## src/rtl/odf_pkg.sv

```systemverilog
`default_nettype none
package odf_pkg;

    localparam int ODF_CORDIC_STEPS = 16;
    localparam int TAB_LEN          = 24;
    localparam int IT_W             = $clog2(TAB_LEN);
    localparam int ACC_W            = 66;
    localparam int PC_W             = 7;
    localparam int PADDR_W          = 4;

    // Input and result payloads
    typedef struct packed {
        logic               command;
        logic [31:0]        elapsed_ms;
        logic signed [31:0] pos_x;
        logic signed [31:0] pos_y;
        logic signed [31:0] pos_z;
        logic signed [15:0] quat_w;
        logic signed [15:0] quat_x;
        logic signed [15:0] quat_y;
        logic signed [15:0] quat_z;
    } t_in_item;

    typedef struct packed {
        logic signed [31:0] out_pos_x;
        logic signed [31:0] out_pos_y;
        logic signed [31:0] out_pos_z;
        logic signed [15:0] out_quat_w;
        logic signed [15:0] out_quat_x;
        logic signed [15:0] out_quat_y;
        logic signed [15:0] out_quat_z;
        logic               using_backup;
        logic [1:0]         status;
    } t_out_item;

    // Status codes
    localparam logic [1:0] ST_NORMAL    = 2'd0;
    localparam logic [1:0] ST_SWITCHED  = 2'd1;
    localparam logic [1:0] ST_NO_BACKUP = 2'd2;

    // Register indexes
    localparam logic [1:0] REG_STARTUP = 2'd0;
    localparam logic [1:0] REG_JUMP    = 2'd1;
    localparam logic [1:0] REG_ACCUM   = 2'd2;

    // Operand file slots
    localparam logic [4:0] OP_Q  = 5'd0;
    localparam logic [4:0] OP_BQ = 5'd4;
    localparam logic [4:0] OP_OQ = 5'd8;
    localparam logic [4:0] OP_M  = 5'd12;
    localparam logic [4:0] OP_BP = 5'd21;
    localparam int         OPND_N = 24;

    // Microprogram segments
    localparam logic [PC_W-1:0] PC_YAW  = 7'd0;
    localparam logic [PC_W-1:0] PC_OFFQ = 7'd12;
    localparam logic [PC_W-1:0] PC_MAT  = 7'd28;
    localparam logic [PC_W-1:0] PC_ROT  = 7'd46;
    localparam logic [PC_W-1:0] PC_PUBQ = 7'd55;
    localparam logic [PC_W-1:0] PC_END  = 7'd71;

    // Quaternion product term signs, bit {row,term}
    localparam logic [15:0] QMUL_NEG = {4'b0100, 4'b0010, 4'b1000, 4'b1110};

    // Writeback destination kinds
    typedef enum logic [3:0] {
        K_D, K_G, K_X, K_Y, K_OQ, K_M2, K_MONE, K_R, K_PQ
    } t_kind;

    typedef struct packed {
        logic  sub;
        logic  first;
        logic  last;
        t_kind kind;
        logic [3:0] idx;
    } t_mac_ctl;

    typedef struct packed {
        logic [4:0] a;
        logic [4:0] b;
        t_mac_ctl   ctl;
    } t_uop;

    typedef struct packed {
        logic  valid;
        t_kind kind;
        logic [3:0] idx;
    } t_wb;

    // CORDIC angle table, 2^32 per turn
    function automatic logic [31:0] atan_at(input logic [IT_W-1:0] i);
        logic [31:0] v;
        unique case (i)
            5'd0:  v = 32'h20000000;  5'd1:  v = 32'h12E4051E;
            5'd2:  v = 32'h09FB385B;  5'd3:  v = 32'h051111D4;
            5'd4:  v = 32'h028B0D43;  5'd5:  v = 32'h0145D7E1;
            5'd6:  v = 32'h00A2F61E;  5'd7:  v = 32'h00517C55;
            5'd8:  v = 32'h0028BE53;  5'd9:  v = 32'h00145F2F;
            5'd10: v = 32'h000A2F98;  5'd11: v = 32'h000517CC;
            5'd12: v = 32'h00028BE6;  5'd13: v = 32'h000145F3;
            5'd14: v = 32'h0000A2FA;  5'd15: v = 32'h0000517D;
            5'd16: v = 32'h000028BE;  5'd17: v = 32'h0000145F;
            5'd18: v = 32'h00000A30;  5'd19: v = 32'h00000518;
            5'd20: v = 32'h0000028C;  5'd21: v = 32'h00000146;
            5'd22: v = 32'h000000A3;  5'd23: v = 32'h00000051;
            default: v = 32'h0;
        endcase
        return v;
    endfunction

    function automatic t_uop mk(input logic [4:0] a, input logic [4:0] b, input logic sub,
                                input logic first, input logic last, input t_kind kind,
                                input logic [3:0] idx);
        t_uop u;
        u.a = a;
        u.b = b;
        u.ctl.sub = sub;
        u.ctl.first = first;
        u.ctl.last = last;
        u.ctl.kind = kind;
        u.ctl.idx = idx;
        return u;
    endfunction

    // Microcode: one multiply-accumulate per entry
    function automatic t_uop uop_at(input logic [PC_W-1:0] pc);
        t_uop            u;
        logic [PC_W-1:0] off;
        logic [1:0]      k;
        logic [1:0]      j;
        logic [1:0]      a1, b1, a2, b2;
        logic            s2;
        logic            one;
        logic [1:0]      r;
        logic [1:0]      c;
        u = mk(OP_Q, OP_Q, 1'b0, 1'b0, 1'b0, K_D, 4'd0);
        off = '0;
        k = '0; j = '0; a1 = '0; b1 = '0; a2 = '0; b2 = '0; s2 = 1'b0; one = 1'b0;
        r = '0; c = '0;
        if (pc < PC_OFFQ) begin
            // norm, gimbal term, atan2 x and y terms
            unique case (pc[3:0])
                4'd0:  u = mk(OP_Q + 5'd0, OP_Q + 5'd0, 1'b0, 1'b1, 1'b0, K_D, 4'd0);
                4'd1:  u = mk(OP_Q + 5'd1, OP_Q + 5'd1, 1'b0, 1'b0, 1'b0, K_D, 4'd0);
                4'd2:  u = mk(OP_Q + 5'd2, OP_Q + 5'd2, 1'b0, 1'b0, 1'b0, K_D, 4'd0);
                4'd3:  u = mk(OP_Q + 5'd3, OP_Q + 5'd3, 1'b0, 1'b0, 1'b1, K_D, 4'd0);
                4'd4:  u = mk(OP_Q + 5'd1, OP_Q + 5'd3, 1'b0, 1'b1, 1'b0, K_G, 4'd0);
                4'd5:  u = mk(OP_Q + 5'd0, OP_Q + 5'd2, 1'b1, 1'b0, 1'b1, K_G, 4'd0);
                4'd6:  u = mk(OP_Q + 5'd0, OP_Q + 5'd0, 1'b0, 1'b1, 1'b0, K_X, 4'd0);
                4'd7:  u = mk(OP_Q + 5'd1, OP_Q + 5'd1, 1'b0, 1'b0, 1'b0, K_X, 4'd0);
                4'd8:  u = mk(OP_Q + 5'd2, OP_Q + 5'd2, 1'b1, 1'b0, 1'b0, K_X, 4'd0);
                4'd9:  u = mk(OP_Q + 5'd3, OP_Q + 5'd3, 1'b1, 1'b0, 1'b1, K_X, 4'd0);
                4'd10: u = mk(OP_Q + 5'd1, OP_Q + 5'd2, 1'b0, 1'b1, 1'b0, K_Y, 4'd0);
                4'd11: u = mk(OP_Q + 5'd0, OP_Q + 5'd3, 1'b0, 1'b0, 1'b1, K_Y, 4'd0);
                default: u = mk(OP_Q, OP_Q, 1'b0, 1'b0, 1'b0, K_D, 4'd0);
            endcase
        end else if (pc < PC_MAT) begin
            // q_primary * conj(q_backup)
            off = pc - PC_OFFQ;
            k = off[3:2];
            j = off[1:0];
            u = mk(OP_Q + {3'd0, j}, OP_BQ + {3'd0, j ^ k},
                   QMUL_NEG[{k, j}] ^ ((j ^ k) != 2'd0),
                   j == 2'd0, j == 2'd3, K_OQ, {2'd0, k});
        end else if (pc < PC_ROT) begin
            // rotation matrix of the offset quaternion, two products per entry
            off = pc - PC_MAT;
            unique case (off[4:1])
                4'd0: begin a1 = 2; b1 = 2; a2 = 3; b2 = 3; s2 = 0; one = 1; end
                4'd1: begin a1 = 1; b1 = 2; a2 = 0; b2 = 3; s2 = 1; one = 0; end
                4'd2: begin a1 = 1; b1 = 3; a2 = 0; b2 = 2; s2 = 0; one = 0; end
                4'd3: begin a1 = 1; b1 = 2; a2 = 0; b2 = 3; s2 = 0; one = 0; end
                4'd4: begin a1 = 1; b1 = 1; a2 = 3; b2 = 3; s2 = 0; one = 1; end
                4'd5: begin a1 = 2; b1 = 3; a2 = 0; b2 = 1; s2 = 1; one = 0; end
                4'd6: begin a1 = 1; b1 = 3; a2 = 0; b2 = 2; s2 = 1; one = 0; end
                4'd7: begin a1 = 2; b1 = 3; a2 = 0; b2 = 1; s2 = 0; one = 0; end
                default: begin a1 = 1; b1 = 1; a2 = 2; b2 = 2; s2 = 0; one = 1; end
            endcase
            if (!off[0]) begin
                u = mk(OP_OQ + {3'd0, a1}, OP_OQ + {3'd0, b1}, 1'b0, 1'b1, 1'b0,
                       one ? K_MONE : K_M2, off[4:1]);
            end else begin
                u = mk(OP_OQ + {3'd0, a2}, OP_OQ + {3'd0, b2}, s2, 1'b0, 1'b1,
                       one ? K_MONE : K_M2, off[4:1]);
            end
        end else if (pc < PC_PUBQ) begin
            // matrix times backup position, one row per three products
            off = pc - PC_ROT;
            if (off < 7'd3) begin
                r = 2'd0;
            end else if (off < 7'd6) begin
                r = 2'd1;
            end else begin
                r = 2'd2;
            end
            c = 2'(off - 7'(3 * r));
            u = mk(OP_M + 5'(off), OP_BP + {3'd0, c}, 1'b0, c == 2'd0, c == 2'd2,
                   K_R, {2'd0, r});
        end else begin
            // q_offset * q_backup
            off = pc - PC_PUBQ;
            k = off[3:2];
            j = off[1:0];
            u = mk(OP_OQ + {3'd0, j}, OP_BQ + {3'd0, j ^ k}, QMUL_NEG[{k, j}],
                   j == 2'd0, j == 2'd3, K_PQ, {2'd0, k});
        end
        return u;
    endfunction

    // Clamp a quaternion component to one in Q1.14
    function automatic logic signed [15:0] sat_q(input logic signed [19:0] v);
        logic signed [15:0] o;
        if (v > 20'sd16384) begin
            o = 16'sd16384;
        end else if (v < -20'sd16384) begin
            o = -16'sd16384;
        end else begin
            o = v[15:0];
        end
        return o;
    endfunction

    function automatic logic signed [31:0] sat32(input logic signed [38:0] v);
        logic signed [31:0] o;
        if (v > 39'sh007FFFFFFF) begin
            o = 32'sh7FFFFFFF;
        end else if (v < -39'sh0080000000) begin
            o = 32'sh80000000;
        end else begin
            o = v[31:0];
        end
        return o;
    endfunction

endpackage
`default_nettype wire

```

## src/rtl/odf_mac.sv

```systemverilog
`default_nettype none
module odf_mac (
    input  logic                             i_clk,
    input  logic                             i_rst_n,
    input  logic                             i_issue,
    input  logic signed [31:0]               i_a,
    input  logic signed [31:0]               i_b,
    input  odf_pkg::t_mac_ctl                i_ctl,
    output odf_pkg::t_wb                     o_wb,
    output logic signed [odf_pkg::ACC_W-1:0] o_acc
);
    import odf_pkg::*;

    logic signed [63:0]      r_prod;
    logic                    r_v1;
    logic                    r_v2;
    t_mac_ctl                r_c1;
    t_mac_ctl                r_c2;
    logic signed [ACC_W-1:0] r_acc;
    logic signed [ACC_W-1:0] n_acc;
    logic signed [ACC_W-1:0] w_ext;
    logic signed [ACC_W-1:0] w_base;

    // accumulate stage: start fresh or add to the running sum
    assign w_ext  = {{(ACC_W - 64){r_prod[63]}}, r_prod};
    assign w_base = r_c1.first ? '0 : r_acc;
    assign n_acc  = r_c1.sub ? (w_base - w_ext) : (w_base + w_ext);

    // valid tracking through product and sum stages
    always_ff @(posedge i_clk) begin
        if (!i_rst_n) begin
            r_v1 <= 1'b0;
            r_v2 <= 1'b0;
        end else begin
            r_v1 <= i_issue;
            r_v2 <= r_v1;
        end
    end

    // product register, then accumulator
    always_ff @(posedge i_clk) begin
        r_prod <= i_a * i_b;
        r_c1   <= i_ctl;
        r_c2   <= r_c1;
        if (r_v1) begin
            r_acc <= n_acc;
        end
    end

    assign o_wb.valid = r_v2 & r_c2.last;
    assign o_wb.kind  = r_c2.kind;
    assign o_wb.idx   = r_c2.idx;
    assign o_acc      = r_acc;

endmodule
`default_nettype wire

```

## config.mk

```make
export PLATFORM = sky130hd
export DESIGN_NAME = odf_mac
export DESIGN_NICKNAME = d
export VERILOG_FILES = /design/src/rtl/odf_pkg.sv /design/src/rtl/odf_mac.sv
export SDC_FILE = /design/constraint.sdc
export NUM_CORES = 2
export LEC_CHECK = 0
export ABC_CLOCK_PERIOD_IN_PS = 23300
export BUFFER_PORTS_ARGS = -buffer_cell sky130_fd_sc_hd__buf_2
export CORE_MARGIN = 2
export CORE_UTILIZATION = 69
export CTS_CLUSTER_DIAMETER = 30
export CTS_CLUSTER_SIZE = 16
export DETAILED_ROUTE_END_ITERATION = 7
export PLACE_DENSITY = 0.87
export SYNTH_ARGS = -nofsm -noshare
export SYNTH_HDL_FRONTEND = slang
export SYNTH_SLANG_ARGS = --single-unit
```

## constraint.sdc

```tcl
create_clock -name i_clk -period 23.3 [get_ports i_clk]
set_clock_uncertainty 0.05 [all_clocks]
set_input_delay 3.495 -clock i_clk [delete_from_list [all_inputs] [get_ports i_clk]]
set_output_delay 3.495 -clock i_clk [all_outputs]
set_load 0.05 [all_outputs]
```

# Yosys cells after proc, flatten, opt, wreduce, memory -nomap -nowiden
# Index checks and enable logic that the tools add are counted.
[op_classes]
muxes = 2
n_shift = 0
n_lt_le_gt_ge = 0
div = 0
addsub = 2
eq_ne = 0
bitwise_logic = 1
n_reduce_logical = 0
mul = 1
[op_table]
columns = ["op", "n"]
rows = [
  ["$mux W66", 2],
  ["$add A66 B64 Y66", 1],
  ["$sub A66 B64 Y66", 1],
  ["$mul A32 B32 Y64", 1],
  ["$and A1 B1 Y1", 1],
]
[totals]
memories = 0
ram_bits = 0
regBits = 152
word_cells = 18
latch_bits = 0
mem_bits_ro = 0
output_inout_bits = 75
input_bits = 78

# Longest topological paths before layout
[logic_depth]
depth_word = 3
ltp_mapped = 29

# Least setup slack after synthesis
# Ideal clock, no wire load.
[synth_path]
kind = "in2reg"
start = "input port i_b[2]"
end = "register r_prod[63]"
t_arrival_ns = 10.763
stages = 25
path_buffers = 1
setup_slack_ns = 12.415
cell_sequence = "clkbuf_1 nand2_1 inv_1 fa_1 fa_1 fa_1 fa_1 inv_1 fa_1 inv_1 fa_1 inv_1 fa_1 inv_1 fa_1 ha_1 a21o_1 a21o_1 a221o_1 a21oi_1 o21ai_0 a21o_1 a221o_1 a21oi_1 xnor2_1"
[synth_via]
elab_chain_len = 1
[synth_lines]
columns = ["element", "line", "source"]
rows = [
  ["start: declaration", "odf_mac.sv:7", "input logic signed [31:0] i_b,"],
  ["$mul A32 B32 Y64", "odf_mac.sv:42", "r_prod <= i_a * i_b;"],
  ["end signal: assignment", "odf_mac.sv:42", ""],
  ["end: declaration", "odf_mac.sv:14", "logic signed [63:0] r_prod;"],
]
# No other way between the ends.
# A chain may end at the register's enable or synchronous reset.

# Final worst setup path
[layout_path]
start = "input port i_b[5]"
end = "register r_prod[63]"
# Same word-level chain as after synthesis.

==> summary.txt <==
Global routing
  • GRT overflow: 0
  • Vias in the first global route: roughly 37,000
  • Total track usage: between 30% and 40%
  • Global-route wire length before repair: around 190,000 um
  • Initial antenna violation count: 9
  • Largest net degree at the start of global routing: approximately 70

Die
  • Die X-Extent: ~260 um
  • # rows: between 90 and 100
  • Full die area: between 60,000 and 70,000 sq um
  • Starting density of the core: 69.4%
  • Core ar.: 65,500 sq um
  • Die height: 261 um
  • I/O pin total: between 150 and 200

Placement
  • PortBufs: around 150
  • Placed Area: between 40,000 and 50,000 sq um
  • Placed cells: approximately 5,600
  • HPWL after DPL: around 94,000 um
  • Placer Congestion: around 0.96

Clock network
  • Htree depth: 4
  • CTS Root Cell: clkbuf_16
  • Post-cts sizing count: 0
  • Post-CTS setup buffers: 0
  • Clock Pin Slew Worst Setup and Hold Paths: 70 ps
  • Clk buf depth: 2
  • # hold bufs at CTS: 0
  • CTS Sinks: approximately 150
  • TritonCTS Buffers: 17
  • Clock insertion delay at the later pin of the skew report: 450 ps
  • CTS tree: built

Worst setup path
  • Cell mode on critical path: fa_1
  • Crit Path Max Fanout: 32
  • Worst path slowest cell: fa_1
  • Worst EP required: 23,630 ps
  • Crit Path Category: input pin to register
  • CP endpoint kind: register
  • Worst reg2reg path depth: 18
  • Crit path arrival time: 11,820 ps
  • Setup crit start kind: input pin
  • CP max stage delay: between 800 and 900 ps

Logic synthesis
  • Sequential area share after synthesis: 8.15%
  • Synth top cells by count: fa_1, inv_1, nand2_1
  • Register bit total from synthesis: 152
  • Post-Syn Area per Cell: around 9.4 sq um
  • EDFF count, synth: 66
  • Top-area cell type share of the netlist area: around 48%
  • Syn. warnings: 0
  • Post-Synthesis Cells: 4,853
  • Async set-or-reset flop fraction in the synthesized netlist: 0%
  • Yosys top cell by area: fa_1
  • Top cells by area, synth: fa_1, inv_1, and2_1
  • Top FF cell, synth: dfxtp_1
  • Most numerous cell in the Yosys netlist: fa_1
  • Synth cell types: 80
  • Cell Area, Synth: 45,400 sq um
  • Syn Nets: around 6,300

Cells and area
  • Syn-to-layout area delta: 3.36%
  • Finished Layout Cells: between 5,000 and 6,000
  • Layout Nets: between 6,000 and 7,000
  • Final Instance Area: about 47,000 sq um
  • Layout cell share with drive strength beyond 1: 4.60%

Routing
  • Pre-antenna DRT Iters: 8
  • Iter 0 DRT Violations: around 2,600
  • Routed Wire Length: 115,000 um
  • Routed via count: ~34,000
  • Antenna Nets Post-Route: 0
  • Post-DR vias/cell: a little under 6
  • Wire per inst: between 20 and 25 um
  • DRC viols: 0

STA
  • Unrepaired setup endpoints after global routing: false
  • Fmax: roughly 0.087 GHz
  • Slew HR: roughly two fifths
  • Tcrit/Tclk final: between 40 and 50%
  • Slew @ Worst Pin: ~920 ps
  • Final Hold Viols: 0
  • Pins Over Slew Limit: 0
  • Finish-stage setup viols: 0
  • Setup TNS: 0 ps
  • Crit path time final: roughly 11,000 ps

Outcome
  • Outcome: complete, no violations

Job
  • Max_cap viols: 0

Min path
  • Worst hold path cell count: 0
  • HP Class: register to register
==> final timing paths <==
path	end	startpoint	slack, ps
hold reg to reg	r_c2[8]	r_c1[8]	280
hold / removal	r_c2[8]	r_c1[8]	280
setup / recovery	r_prod[63]	i_b[5]	11810
setup reg to reg	o_acc[51]	r_prod[5]	17960
==> cell families after synthesis <==
group / after synthesis / synth area share, %
AO/OA/AOI/OAI: 448 / 6.39
flip-flops: 152 / 8.15
adder cells (fa/ha/maj): 1333 / 54.6
buffers and inverters: 1254 / 10.4
XOR/XNOR: 196 / 3.78
multiplexers: 4 / 0.0936
AND/OR/NAND/NOR: 1466 / 16.6
==> cell type report <==
| class | count | area (sq um) |
|---|---|---|
| antenna | 6 | 15.0 |
| clock buffer | 24 | 557 |
| clock inverter | 8 | 68.8 |
| fill | 4609 | 18500 |
| inverter | 999 | 3750 |
| multi-input combinational | 3447 | 37000 |
| sequential | 152 | 3710 |
| tap | 864 | 1080 |
| timing repair buffer | 157 | 798 |
==> flip-flops by register name, summed over array words and instances (netlist names) <==
signal,cells
o_acc,66
r_prod,64
r_v2,1
o_wb,8
r_v1,1
r_c2,1
r_c1,11
==> placed cells by master (no fill, tap or decap), types with 23 or more instances in the layout <==
cell type  Yosys  final
o21ai_0       63     63
o21bai_1      25     25
nand3_1       31     31
buf_2          1    152
inv_1        999    999
edfxtp_1      66     66
a31oi_1       31     31
and3_1        24     24
ha_1         250    250
a21o_1        54     54
nor3_1        29     29
a21oi_1      153    153
fa_1        1083   1083
xor2_1        44     44
nand2_1      560    560
nor2_1       104    104
dfxtp_1       86     83
nor2b_1      100    100
nand2b_1      23     23
and2_1       529    529
xnor2_1      152    152
==> worst max-delay path: cells and delay by family <==
kind | cells | cell delay [ps]
AO/OA/AOI/OAI | 7 | 1390
XOR/XNOR | 1 | 120
adder cells (fa/ha/maj) | 9 | 4580
buffers and inverters | 8 | 1700
AND/OR/NAND/NOR | 2 | 500
==> stage by stage <==
step / util, % / hold WS (ps) / setup slack (ps)
detailed placement: 70.7 / 263 / 11420
CTS: 71.7 / 276 / 11860
floorplan: - / 260 / 12410
global placement: 70.7 / 260 / 11540
global route: 71.7 / 286 / 11370
finish: 71.7 / 279 / 11810
==> per-layer routing <==
| metal | up-vias | wire length, um | part of all wire [%] | GRT usage [%] |
|---|---|---|---|---|
| li1 | 14300 | - | - | - |
| met5 | - | 37 | 0.032 | 0 |
| met2 | 1867 | 54900 | 48 | 59.1 |
| met3 | 396 | 11900 | 10 | 8.24 |
| met1 | 16900 | 43900 | 38 | 47.1 |
| met4 | 6 | 4530 | 3.9 | 13.5 |
Power is not shown: default switching activity piles up to over one toggle a cycle in this logic, so the estimate is an artifact.
